==> config.mk <==
export PLATFORM = sky130hd
export DESIGN_NAME = synth_single_output_plan
export DESIGN_NICKNAME = d
export VERILOG_FILES = /design/src/sv/ssop_pkg.sv /design/src/sv/synth_single_output_plan.sv /design/src/sv/ssop_div.sv /design/src/sv/ssop_plan.sv /design/src/sv/ssop_emit.sv
export SDC_FILE = /design/constraint.sdc
export NUM_CORES = 2
export LEC_CHECK = 0
export BUFFER_PORTS_ARGS = -buffer_cell sky130_fd_sc_hd__buf_2
export CAP_MARGIN = 20
export CELL_PAD_IN_SITES_DETAIL_PLACEMENT = 2
export CELL_PAD_IN_SITES_GLOBAL_PLACEMENT = 2
export CORE_MARGIN = 4
export CORE_UTILIZATION = 35
export CTS_CLUSTER_DIAMETER = 50
export CTS_CLUSTER_SIZE = 28
export DETAILED_ROUTE_END_ITERATION = 7
export PLACE_DENSITY = 0.77
export SLEW_MARGIN = 30
export SYNTH_ARGS = -nofsm -noshare
export SYNTH_HDL_FRONTEND = slang
export SYNTH_SLANG_ARGS = --single-unit
export TNS_END_PERCENT = 20
==> constraint.sdc <==
create_clock -name clock -period 11.6 [get_ports clock]
set_input_delay 2.32 -clock clock [delete_from_list [all_inputs] [get_ports clock]]
set_output_delay 2.32 -clock clock [all_outputs]
set_load 0.02 [all_outputs]
==> src/sv/ssop_pkg.sv <==
`timescale 1ns / 1ps
`default_nettype none
package ssop_pkg;

   // field widths
   localparam int unsigned XTAL_W  = 28;
   localparam int unsigned TRIM_W  = 21;
   localparam int unsigned FREQ_W  = 28;
   localparam int unsigned FX_W    = 29;
   localparam int unsigned MS_W    = 11;
   localparam int unsigned FVCO_W  = 32;
   localparam int unsigned FRAC_W  = 20;
   localparam int unsigned FL_W    = 7;
   localparam int unsigned RDIV_W  = 3;
   localparam int unsigned DRIVE_W = 2;
   localparam int unsigned CSEL_W  = 2;
   localparam int unsigned IDX_W   = 5;
   localparam int unsigned CSR_IDX_W = 3;

   // shared divider geometry
   localparam int unsigned DIVD_W = 50;
   localparam int unsigned DIVR_W = 30;
   localparam int unsigned CNT_W  = $clog2(DIVD_W + 1);

   // plan constants
   localparam logic [FRAC_W-1:0] FRAC_DEN     = 20'd1048575;
   localparam logic [DIVR_W-1:0] VCO_MAX_HZ   = 30'd900000000;
   localparam logic [FVCO_W-1:0] VCO_MIN_HZ   = 32'd600000000;
   localparam logic [FREQ_W-1:0] LOW_FREQ_HZ  = 28'd500000;
   localparam logic [MS_W-1:0]   DIV_MIN      = 11'd6;
   localparam logic [MS_W-1:0]   DIV_MAX      = 11'd1800;
   localparam logic [RDIV_W-1:0] RDIV_MAX     = 3'd7;
   localparam logic [DIVR_W-1:0] BILLION      = 30'd1000000000;
   localparam logic signed [DIVD_W-1:0] HALF_BILLION = 50'sd500000000;
   localparam logic [IDX_W-1:0]  LAST_IDX     = 5'd18;

   // device register map
   localparam logic [7:0] ADDR_PLL_A   = 8'd26;
   localparam logic [7:0] ADDR_PLL_B   = 8'd34;
   localparam logic [7:0] ADDR_MS      = 8'd42;
   localparam logic [7:0] ADDR_PHASE   = 8'd165;
   localparam logic [7:0] ADDR_CTRL    = 8'd16;
   localparam logic [7:0] ADDR_PLL_RST = 8'd177;
   localparam logic [7:0] CTRL_BASE    = 8'h4C;
   localparam logic [7:0] CTRL_PLL_B   = 8'h20;
   localparam logic [7:0] RST_PLL_A    = 8'h20;
   localparam logic [7:0] RST_PLL_B    = 8'h80;

   // clock select codes
   localparam logic [CSEL_W-1:0] CSEL_CLK0 = 2'd0;
   localparam logic [CSEL_W-1:0] CSEL_CLK1 = 2'd1;
   localparam logic [CSEL_W-1:0] CSEL_CLK2 = 2'd2;
   localparam logic [CSEL_W-1:0] CSEL_NONE = 2'd3;

   // register indexes
   localparam logic [CSR_IDX_W-1:0] CSR_CRYSTAL = 3'd0;
   localparam logic [CSR_IDX_W-1:0] CSR_TRIM    = 3'd1;
   localparam logic [CSR_IDX_W-1:0] CSR_DRIVE0  = 3'd2;
   localparam logic [CSR_IDX_W-1:0] CSR_DRIVE1  = 3'd3;
   localparam logic [CSR_IDX_W-1:0] CSR_DRIVE2  = 3'd4;

   typedef struct packed {
      logic [CSEL_W-1:0] clock_select;
      logic [FREQ_W-1:0] frequency_hz;
   } req_type;

   typedef struct packed {
      logic [7:0] reg_address;
      logic [7:0] reg_data;
      logic       last;
   } rsp_type;

   typedef struct packed {
      logic [XTAL_W-1:0]        crystal_hz;
      logic signed [TRIM_W-1:0] trim_ppb;
      logic [DRIVE_W-1:0]       drive_clk0;
      logic [DRIVE_W-1:0]       drive_clk1;
      logic [DRIVE_W-1:0]       drive_clk2;
   } csr_type;

   typedef struct packed {
      logic [CSEL_W-1:0]  clock_select;
      logic [RDIV_W-1:0]  rdiv;
      logic [MS_W-1:0]    ms;
      logic [31:0]        a;
      logic [FRAC_W-1:0]  b;
      logic [FL_W-1:0]    fl;
      logic [DRIVE_W-1:0] drive;
   } plan_type;

   typedef struct packed {
      logic              start;
      logic [DIVD_W-1:0] dividend;
      logic [DIVR_W-1:0] divisor;
   } div_req_type;

   typedef struct packed {
      logic              done;
      logic [DIVD_W-1:0] quotient;
      logic [DIVR_W-1:0] remainder;
   } div_rsp_type;

   typedef enum logic [4:0] {
      ST_IDLE,
      ST_XMUL,
      ST_XDIV,
      ST_XWAIT,
      ST_DOUBLE,
      ST_MSDIV,
      ST_MSWAIT,
      ST_VMUL,
      ST_VCHK,
      ST_ADIV,
      ST_AWAIT,
      ST_BDIV,
      ST_BWAIT,
      ST_FDIV,
      ST_FWAIT,
      ST_EMIT,
      ST_EWAIT
   } plan_state_type;

endpackage
`default_nettype wire

==> src/sv/synth_single_output_plan.sv <==
//  channel  | direction | handshake          | payload
//  req_     | in        | req_valid/stall    | req_type: clock_select, frequency_hz
//  rsp_     | out       | rsp_valid/stall    | rsp_type: reg_address, reg_data, last
//  csr_     | in        | csr_valid/ready    | csr_index, csr_data
//
//  a request runs its arithmetic, then the 19 beats load out; the arithmetic
//  uses five 50-step divisions on the one shared restoring divider, fewer
//  when the crystal is zero
//  synchronous active-high reset; config returns to its power-on values
//  req_stall is high from acceptance until the last beat is loaded out
//  rsp_stall holds the output register; clock select three is taken and dropped
`timescale 1ns / 1ps
`default_nettype none
module synth_single_output_plan
   import ssop_pkg::*;
(
   input  wire logic                 clock,
   input  wire logic                 reset,
   // request channel
   input  wire logic                 req_valid,
   output logic                      req_stall,
   input  wire req_type              req_data,
   // register write beats
   output logic                      rsp_valid,
   input  wire logic                 rsp_stall,
   output rsp_type                   rsp_data,
   // configuration
   input  wire logic                 csr_valid,
   output logic                      csr_ready,
   input  wire logic [CSR_IDX_W-1:0] csr_index,
   input  wire logic [XTAL_W-1:0]    csr_data
);

   csr_type     csr_ff, csr_in;
   div_req_type div_req;
   div_rsp_type div_rsp;
   plan_type    plan;
   logic        emit_start;
   logic        emit_busy;

   // config writes are always taken; indexes past the list are dropped
   assign csr_ready = 1'b1;

   always_comb begin
      csr_in = csr_ff;
      if (csr_valid) begin
         unique case (csr_index)
            CSR_CRYSTAL: csr_in.crystal_hz = csr_data;
            CSR_TRIM:    csr_in.trim_ppb   = $signed(csr_data[TRIM_W-1:0]);
            CSR_DRIVE0:  csr_in.drive_clk0 = csr_data[DRIVE_W-1:0];
            CSR_DRIVE1:  csr_in.drive_clk1 = csr_data[DRIVE_W-1:0];
            CSR_DRIVE2:  csr_in.drive_clk2 = csr_data[DRIVE_W-1:0];
            default:     csr_in = csr_ff;
         endcase
      end
   end

   always_ff @(posedge clock) begin
      if (reset) begin
         csr_ff.crystal_hz <= XTAL_W'(25000000);
         csr_ff.trim_ppb   <= '0;
         csr_ff.drive_clk0 <= 2'd3;
         csr_ff.drive_clk1 <= 2'd3;
         csr_ff.drive_clk2 <= 2'd3;
      end else begin
         csr_ff <= csr_in;
      end
   end

   // sequencer: crystal trim, doubling, divider pick, feedback a, b and floor
   ssop_plan u_plan (
      .clock      (clock),
      .reset      (reset),
      .req_valid  (req_valid),
      .req_stall  (req_stall),
      .req_data   (req_data),
      .csr        (csr_ff),
      .div_req    (div_req),
      .div_rsp    (div_rsp),
      .emit_start (emit_start),
      .emit_busy  (emit_busy),
      .plan       (plan)
   );

   // shared divider, one bit per cycle
   ssop_div u_div (
      .clock   (clock),
      .reset   (reset),
      .div_req (div_req),
      .div_rsp (div_rsp)
   );

   // packs both blocks and streams the 19 writes through an output register
   ssop_emit u_emit (
      .clock      (clock),
      .reset      (reset),
      .emit_start (emit_start),
      .plan       (plan),
      .emit_busy  (emit_busy),
      .rsp_valid  (rsp_valid),
      .rsp_stall  (rsp_stall),
      .rsp_data   (rsp_data)
   );

endmodule
`default_nettype wire

==> src/sv/ssop_div.sv <==
`timescale 1ns / 1ps
`default_nettype none
module ssop_div
   import ssop_pkg::*;
(
   input  wire logic        clock,
   input  wire logic        reset,
   input  wire div_req_type div_req,
   output div_rsp_type      div_rsp
);

   logic [CNT_W-1:0]  cnt_ff, cnt_in;
   logic              done_ff, done_in;
   logic [DIVD_W-1:0] quo_ff, quo_in;
   logic [DIVR_W-1:0] rem_ff, rem_in;
   logic [DIVR_W-1:0] dsr_ff, dsr_in;
   logic [DIVR_W:0]   shifted;
   logic [DIVR_W+1:0] diff;
   logic              fits;

   // one quotient bit per cycle, restoring
   assign shifted = {rem_ff, quo_ff[DIVD_W-1]};
   assign diff    = {1'b0, shifted} - {2'b0, dsr_ff};
   assign fits    = ~diff[DIVR_W+1];

   always_comb begin
      cnt_in  = cnt_ff;
      done_in = 1'b0;
      quo_in  = quo_ff;
      rem_in  = rem_ff;
      dsr_in  = dsr_ff;
      if (div_req.start) begin
         cnt_in = CNT_W'(DIVD_W);
         quo_in = div_req.dividend;
         rem_in = '0;
         dsr_in = div_req.divisor;
      end else if (cnt_ff != '0) begin
         cnt_in  = cnt_ff - 1'b1;
         done_in = (cnt_ff == CNT_W'(1));
         quo_in  = {quo_ff[DIVD_W-2:0], fits};
         rem_in  = fits ? diff[DIVR_W-1:0] : shifted[DIVR_W-1:0];
      end
   end

   always_ff @(posedge clock) begin
      if (reset) begin
         cnt_ff  <= '0;
         done_ff <= 1'b0;
      end else begin
         cnt_ff  <= cnt_in;
         done_ff <= done_in;
      end
   end

   always_ff @(posedge clock) begin
      quo_ff <= quo_in;
      rem_ff <= rem_in;
      dsr_ff <= dsr_in;
   end

   assign div_rsp.done      = done_ff;
   assign div_rsp.quotient  = quo_ff;
   assign div_rsp.remainder = rem_ff;

endmodule
`default_nettype wire

==> src/sv/ssop_plan.sv <==
`timescale 1ns / 1ps
`default_nettype none
module ssop_plan
   import ssop_pkg::*;
(
   input  wire logic        clock,
   input  wire logic        reset,
   input  wire logic        req_valid,
   output logic             req_stall,
   input  wire req_type     req_data,
   input  wire csr_type     csr,
   output div_req_type      div_req,
   input  wire div_rsp_type div_rsp,
   output logic             emit_start,
   input  wire logic        emit_busy,
   output plan_type         plan
);

   plan_state_type state_ff, state_in;

   logic [CSEL_W-1:0]        clk_ff, clk_in;
   logic [DRIVE_W-1:0]       drive_ff, drive_in;
   logic [FREQ_W-1:0]        f_ff, f_in;
   logic [RDIV_W-1:0]        rdiv_ff, rdiv_in;
   logic signed [DIVD_W-1:0] prod_ff, prod_in;
   logic                     neg_ff, neg_in;
   logic [FX_W-1:0]          fx_ff, fx_in;
   logic [MS_W-1:0]          ms_ff, ms_in;
   logic [FVCO_W-1:0]        fvco_ff, fvco_in;
   logic                     retry_ff, retry_in;
   logic [31:0]              a_ff, a_in;
   logic [FX_W-1:0]          rem_ff, rem_in;
   logic [FRAC_W-1:0]        b_ff, b_in;
   logic [FL_W-1:0]          fl_ff, fl_in;

   logic signed [DIVD_W-1:0] num;
   logic [DIVD_W-1:0]        mag;
   logic [29:0]              qadj;
   logic signed [31:0]       fx_sum;
   logic [MS_W-1:0]          ms_clamp;
   logic [MS_W-1:0]          ms_less;

   assign num  = prod_ff + HALF_BILLION;
   assign mag  = num[DIVD_W-1] ? DIVD_W'(-num) : DIVD_W'(num);
   assign qadj = div_rsp.quotient[29:0] + {29'b0, (div_rsp.remainder != '0)};
   assign fx_sum = neg_ff ? ($signed({4'b0, csr.crystal_hz}) - $signed({2'b0, qadj}))
                          : ($signed({4'b0, csr.crystal_hz})
                             + $signed({2'b0, div_rsp.quotient[29:0]}));
   assign ms_less = ms_ff - MS_W'(2);

   always_comb begin
      if (div_rsp.quotient < DIVD_W'(DIV_MIN)) begin
         ms_clamp = DIV_MIN;
      end else if (div_rsp.quotient > DIVD_W'(DIV_MAX)) begin
         ms_clamp = DIV_MAX;
      end else begin
         ms_clamp = div_rsp.quotient[MS_W-1:0];
      end
   end

   always_comb begin
      state_in   = state_ff;
      clk_in     = clk_ff;
      drive_in   = drive_ff;
      f_in       = f_ff;
      rdiv_in    = rdiv_ff;
      prod_in    = prod_ff;
      neg_in     = neg_ff;
      fx_in      = fx_ff;
      ms_in      = ms_ff;
      fvco_in    = fvco_ff;
      retry_in   = retry_ff;
      a_in       = a_ff;
      rem_in     = rem_ff;
      b_in       = b_ff;
      fl_in      = fl_ff;
      div_req    = '0;
      emit_start = 1'b0;
      unique case (state_ff)
         ST_IDLE: begin
            if (req_valid) begin
               clk_in   = req_data.clock_select;
               f_in     = req_data.frequency_hz;
               rdiv_in  = '0;
               retry_in = 1'b0;
               case (req_data.clock_select)
                  CSEL_CLK0: drive_in = csr.drive_clk0;
                  CSEL_CLK1: drive_in = csr.drive_clk1;
                  default:   drive_in = csr.drive_clk2;
               endcase
               if (req_data.clock_select != CSEL_NONE) begin
                  state_in = ST_XMUL;
               end
            end
         end
         ST_XMUL: begin
            prod_in  = $signed({1'b0, csr.crystal_hz}) * csr.trim_ppb;
            state_in = ST_XDIV;
         end
         ST_XDIV: begin
            neg_in           = num[DIVD_W-1];
            div_req.start    = 1'b1;
            div_req.dividend = mag;
            div_req.divisor  = BILLION;
            state_in         = ST_XWAIT;
         end
         ST_XWAIT: begin
            if (div_rsp.done) begin
               fx_in    = fx_sum[31] ? '0 : fx_sum[FX_W-1:0];
               state_in = ST_DOUBLE;
            end
         end
         ST_DOUBLE: begin
            if (f_ff < LOW_FREQ_HZ && rdiv_ff != RDIV_MAX) begin
               f_in    = {f_ff[FREQ_W-2:0], 1'b0};
               rdiv_in = rdiv_ff + 1'b1;
            end else begin
               state_in = ST_MSDIV;
            end
         end
         ST_MSDIV: begin
            if (f_ff == '0) begin
               ms_in    = DIV_MAX;
               state_in = ST_VMUL;
            end else begin
               div_req.start    = 1'b1;
               div_req.dividend = DIVD_W'(VCO_MAX_HZ);
               div_req.divisor  = DIVR_W'(f_ff);
               state_in         = ST_MSWAIT;
            end
         end
         ST_MSWAIT: begin
            if (div_rsp.done) begin
               ms_in    = ms_clamp + {{(MS_W-1){1'b0}}, ms_clamp[0]};
               state_in = ST_VMUL;
            end
         end
         ST_VMUL: begin
            fvco_in  = FVCO_W'(f_ff) * FVCO_W'(ms_ff);
            state_in = ST_VCHK;
         end
         ST_VCHK: begin
            if (fvco_ff < VCO_MIN_HZ && !retry_ff) begin
               ms_in    = (ms_less < DIV_MIN) ? DIV_MIN : ms_less;
               retry_in = 1'b1;
               state_in = ST_VMUL;
            end else begin
               state_in = ST_ADIV;
            end
         end
         ST_ADIV: begin
            if (fx_ff == '0) begin
               a_in     = '0;
               b_in     = '0;
               state_in = ST_FDIV;
            end else begin
               div_req.start    = 1'b1;
               div_req.dividend = DIVD_W'(fvco_ff);
               div_req.divisor  = DIVR_W'(fx_ff);
               state_in         = ST_AWAIT;
            end
         end
         ST_AWAIT: begin
            if (div_rsp.done) begin
               a_in     = div_rsp.quotient[31:0];
               rem_in   = div_rsp.remainder[FX_W-1:0];
               state_in = ST_BDIV;
            end
         end
         ST_BDIV: begin
            div_req.start    = 1'b1;
            div_req.dividend = DIVD_W'({rem_ff, 20'b0}) - DIVD_W'(rem_ff);
            div_req.divisor  = DIVR_W'(fx_ff);
            state_in         = ST_BWAIT;
         end
         ST_BWAIT: begin
            if (div_rsp.done) begin
               b_in     = div_rsp.quotient[FRAC_W-1:0];
               state_in = ST_FDIV;
            end
         end
         ST_FDIV: begin
            div_req.start    = 1'b1;
            div_req.dividend = DIVD_W'({b_ff, 7'b0});
            div_req.divisor  = DIVR_W'(FRAC_DEN);
            state_in         = ST_FWAIT;
         end
         ST_FWAIT: begin
            if (div_rsp.done) begin
               fl_in    = div_rsp.quotient[FL_W-1:0];
               state_in = ST_EMIT;
            end
         end
         ST_EMIT: begin
            emit_start = 1'b1;
            state_in   = ST_EWAIT;
         end
         ST_EWAIT: begin
            if (!emit_busy) begin
               state_in = ST_IDLE;
            end
         end
         default: begin
            state_in = ST_IDLE;
         end
      endcase
   end

   always_ff @(posedge clock) begin
      if (reset) begin
         state_ff <= ST_IDLE;
      end else begin
         state_ff <= state_in;
      end
   end

   always_ff @(posedge clock) begin
      clk_ff   <= clk_in;
      drive_ff <= drive_in;
      f_ff     <= f_in;
      rdiv_ff  <= rdiv_in;
      prod_ff  <= prod_in;
      neg_ff   <= neg_in;
      fx_ff    <= fx_in;
      ms_ff    <= ms_in;
      fvco_ff  <= fvco_in;
      retry_ff <= retry_in;
      a_ff     <= a_in;
      rem_ff   <= rem_in;
      b_ff     <= b_in;
      fl_ff    <= fl_in;
   end

   assign req_stall         = (state_ff != ST_IDLE);
   assign plan.clock_select = clk_ff;
   assign plan.rdiv         = rdiv_ff;
   assign plan.ms           = ms_ff;
   assign plan.a            = a_ff;
   assign plan.b            = b_ff;
   assign plan.fl           = fl_ff;
   assign plan.drive        = drive_ff;

endmodule
`default_nettype wire

==> src/sv/ssop_emit.sv <==
`timescale 1ns / 1ps
`default_nettype none
module ssop_emit
   import ssop_pkg::*;
(
   input  wire logic     clock,
   input  wire logic     reset,
   input  wire logic     emit_start,
   input  wire plan_type plan,
   output logic          emit_busy,
   output logic          rsp_valid,
   input  wire logic     rsp_stall,
   output rsp_type       rsp_data
);

   logic              active_ff, active_in;
   logic [IDX_W-1:0]  k_ff, k_in;
   logic              valid_ff, valid_in;
   plan_type          plan_ff;
   rsp_type           data_ff;
   rsp_type           beat;
   logic              load;
   logic              pll_b;
   logic [31:0]       p1_pll;
   logic [26:0]       p2_pll;
   logic [17:0]       p1_ms;
   logic [7:0]        pll_first;
   logic [7:0]        ms_base;

   assign load     = active_ff && (!valid_ff || !rsp_stall);
   assign pll_b    = (plan_ff.clock_select == CSEL_CLK2);
   assign p1_pll   = {plan_ff.a[24:0], 7'b0} + 32'(plan_ff.fl) - 32'd512;
   assign p2_pll   = 27'({plan_ff.b, 7'b0}) - (27'({plan_ff.fl, 20'b0}) - 27'(plan_ff.fl));
   assign p1_ms    = 18'({plan_ff.ms, 7'b0}) - 18'd512;
   assign pll_first = pll_b ? ADDR_PLL_B : ADDR_PLL_A;
   assign ms_base  = ADDR_MS + {3'b0, plan_ff.clock_select, 3'b0};

   // one register write per index
   always_comb begin
      beat.last = (k_ff == LAST_IDX);
      if (k_ff < IDX_W'(8)) begin
         beat.reg_address = pll_first + {5'b0, k_ff[2:0]};
      end else if (k_ff < IDX_W'(16)) begin
         beat.reg_address = ms_base + {5'b0, k_ff[2:0]};
      end else if (k_ff == IDX_W'(16)) begin
         beat.reg_address = ADDR_PHASE + {6'b0, plan_ff.clock_select};
      end else if (k_ff == IDX_W'(17)) begin
         beat.reg_address = ADDR_CTRL + {6'b0, plan_ff.clock_select};
      end else begin
         beat.reg_address = ADDR_PLL_RST;
      end
      unique case (k_ff)
         5'd0:  beat.reg_data = 8'hFF;
         5'd1:  beat.reg_data = 8'hFF;
         5'd2:  beat.reg_data = {6'b0, p1_pll[17:16]};
         5'd3:  beat.reg_data = p1_pll[15:8];
         5'd4:  beat.reg_data = p1_pll[7:0];
         5'd5:  beat.reg_data = {4'hF, p2_pll[19:16]};
         5'd6:  beat.reg_data = p2_pll[15:8];
         5'd7:  beat.reg_data = p2_pll[7:0];
         5'd8:  beat.reg_data = 8'h00;
         5'd9:  beat.reg_data = 8'h01;
         5'd10: beat.reg_data = {1'b0, plan_ff.rdiv, 2'b0, p1_ms[17:16]};
         5'd11: beat.reg_data = p1_ms[15:8];
         5'd12: beat.reg_data = p1_ms[7:0];
         5'd13: beat.reg_data = 8'h00;
         5'd14: beat.reg_data = 8'h00;
         5'd15: beat.reg_data = 8'h00;
         5'd16: beat.reg_data = 8'h00;
         5'd17: beat.reg_data = CTRL_BASE | (pll_b ? CTRL_PLL_B : 8'h00)
                                | {6'b0, plan_ff.drive};
         5'd18: beat.reg_data = pll_b ? RST_PLL_B : RST_PLL_A;
         default: beat.reg_data = 8'h00;
      endcase
   end

   always_comb begin
      active_in = active_ff;
      k_in      = k_ff;
      valid_in  = valid_ff;
      if (emit_start) begin
         active_in = 1'b1;
         k_in      = '0;
      end else if (load) begin
         k_in = k_ff + 1'b1;
         if (k_ff == LAST_IDX) begin
            active_in = 1'b0;
         end
      end
      if (load) begin
         valid_in = 1'b1;
      end else if (!rsp_stall) begin
         valid_in = 1'b0;
      end
   end

   always_ff @(posedge clock) begin
      if (reset) begin
         active_ff <= 1'b0;
         k_ff      <= '0;
         valid_ff  <= 1'b0;
      end else begin
         active_ff <= active_in;
         k_ff      <= k_in;
         valid_ff  <= valid_in;
      end
   end

   always_ff @(posedge clock) begin
      if (emit_start) begin
         plan_ff <= plan;
      end
      if (load) begin
         data_ff <= beat;
      end
   end

   assign emit_busy = active_ff;
   assign rsp_valid = valid_ff;
   assign rsp_data  = data_ff;

endmodule
`default_nettype wire

==> out/metrics.cfg <==
[cts]
cts.path.max_buffers=3
postCtsSetupBuffers=0
cts_tree=built
cts-resized-gates=0
hold_buffers=0
numCtsBuffers=75
htree_levels=3
cts.sinks=473
worstSkewPairLatency_ns=0.73
cts.clk_slew.worst_paths_ns=0.07
cts-root-buf=clkbuf_16

[logic_synthesis]
yosys-top-cells-area=fa_1 (25%), edfxtp_1 (20%), ha_1 (9.0%)
yosys.area.top_type=fa_1
ys_seq_area_share_pct=23.8
ys_ff_latch=473
synthDistinctLibCells=102
yosysMostFrequentCell=inv_1
synth_fp_nets=7089
syn-cell-area_um2=55300
ys.flop_type=edfxtp_1
synth.top_cells.by_count=inv_1 (850), nand2_1 (798), fa_1 (683), ha_1 (396), and2_1 (384)
synth_edf_count=369
yosys.area.top_type_share_pct=24.7
yosys_warnings=0
syn_inst=5944
synth.avg_cell_area_um2=9.31
synthArstFlopShare_pct=0

[worst_setup_path]
path_max_fanout=16
cp_slowest_stage_delay_ns=0.78
cp.arrival_ns=9.19
path_cells=inv_1, nor2_1, fa_1, fa_1, fa_1, fa_1, fa_1, fa_1, inv_1, fa_1, inv_1, ha_1, a2111oi_0, o21ai_0, a31o_2, a221oi_1, o211ai_1, a31oi_1, o211ai_1, a31o_2, o41ai_1, xnor2_1
crit_type=reg2reg
endpoint_kind=flip-flop
worstPathRequired_ns=12.01
crit_top_cell=fa_1
slowest_stage=dfxtp_1
startpoint_type=flip-flop

[finish]
drive_gt1_share_pct=6.91
nets=7050
fill_cells=17100
synthToLayoutAreaGrowth_pct=9.76
final_util_pct=38.7
stdcell_count=8027

[die]
ios=86
core_area_um2=157000
die_y_um=406
num_rows=145
start_util_pct=35.3
die_x_um=406
fp.dieArea_um2=165000

[sta]
maxSlewViolCount=0
setup_viol=0
max_slew_margin_pct=32.8
rsz0062_at_grt=false
post-route-min-period_ns=8.78
fmax_ghz=0.114
hold_viol=0
post-route-period-util_pct=75.7
setup_ws_ns=2.82
worst_pin_slew_ns=1.00
worst_clock_skew_ns=0.0747
setup-tns-final_ns=0

[drt]
vias=44600
wire_per_inst_um=25.5
dr.pass1.iters=5
antenna_left=0
avgViaCountPerCell=5.55
drc=0
drtIter0Drc=3012
wl_um=205000

[placed_design]
io_buffers=84
dp_slack_ns=2.84
globalplace.congestion=0.871
dp_cells=7886
hpwl_um=159000

[pwr]
p_leak_nw=27.4
irDropWorstVdd_mv=0.141
power_density_nw_per_um2=163

[grt]
antenna_found_initial=2
grt_use_total_pct=24.8
first_global_vias=50600
grt_pass1_wl_um=314000
gr-total-overflow=0
grt_max_degree=71

[job]
drv_cap=0

[hold_path]
hold_path.class=reg2reg

[outcome]
outcome=completed

## flip-flops by register name, summed over array words and instances, names as in the netlist, 29 cells and up
| name | cells |
|---|---|
| u_plan.rem_ff | 29 |
| u_div.rem_ff | 30 |
| u_plan.prod_ff | 50 |
| csr_ff | 55 |
| u_plan.fvco_ff | 31 |
| u_div.dsr_ff | 30 |
| u_div.quo_ff | 50 |
| u_plan.fx_ff | 29 |
| u_emit.plan_ff | 48 |
## layout make-up
class	instances	area, µm²	area share [%]
clock inverters	57	806	1.33
multi-input cells	4320	37900	62.4
clock buffers	81	1910	3.14
inverters	854	3210	5.28
flip-flops and latches	473	13200	21.7
diodes	3	7.51	0.0124
repair buffers	181	1150	1.90
well taps	2058	2570	4.24
## per-stage QoR
stage	area (µm²)	hold slack [ns]	power (mW)
6_report	60700	0.439	9.91
3_3_place_gp	58000	0.403	7.09
4_1_cts	60700	0.438	9.92
5_1_grt	60700	0.450	10.5
2_1_floorplan	55300	0.400	5.82
3_5_place_dp	58000	0.409	7.38
## where the power goes
part	switching [mW]	leakage, nW	internal, mW
sequential	0.594	4.33	2.32
combinational	2.79	21.8	1.75
clock	1.03	1.30	1.42
## worst paths after layout
check / startpoint / end / slack [ns] / cells after the start
worst max-delay path: csr_ff[26] / u_plan.prod_ff[49] / 2.82 / 22
worst min-delay path: u_plan.fl_ff[3] / u_emit.plan_ff[5] / 0.44 / 0
worst max register to register: csr_ff[26] / u_plan.prod_ff[49] / 2.82 / 22
worst min register to register: u_plan.fl_ff[3] / u_emit.plan_ff[5] / 0.44 / 0
## cells by family after synthesis
kind of cell    after synthesis  synth area share (%)
simple gates               1941                  17.2
buf+inv                    1151                  7.85
fa+ha+maj                  1080                  33.7
compound gates              870                  10.5
flops                       473                  23.8
xor+xnor                    358                  5.67
mux                          69                  1.32
other cells                   2                0.0136
## layer usage
layer	GRT usage (%)	vias to the layer above	wire (µm)	share of wire, %
met5	0	-	0	0
met4	8.56	0	7650	3.7
met3	3.29	331	10200	5.0
met2	43.0	1206	101000	49
met1	31.8	23500	85900	42
li1	-	19500	-	-
## cells in the final DEF (no fill, tap or decap), types with 84 or more instances in the layout
cell type  instances
inv_1            849
nand2_1          795
fa_1             683
ha_1             396
and2_1           382
edfxtp_1         369
nor2_1           233
a21oi_1          227
xnor2_1          223
o21ai_0          171
xor2_1           134
dfxtp_1           96
buf_4             96
buf_2             84
## critical path, delay by kind of cell, from the launching register on
kind	cells	cell delay, ns
buffers and inverters	3	0.65
flip-flops	1	0.78
AO/OA/AOI/OAI	9	2.57
XOR/XNOR	1	0.13
adder cells (fa/ha/maj)	8	4.05
AND/OR/NAND/NOR	1	0.31
(Power assumes the default switching activity.)
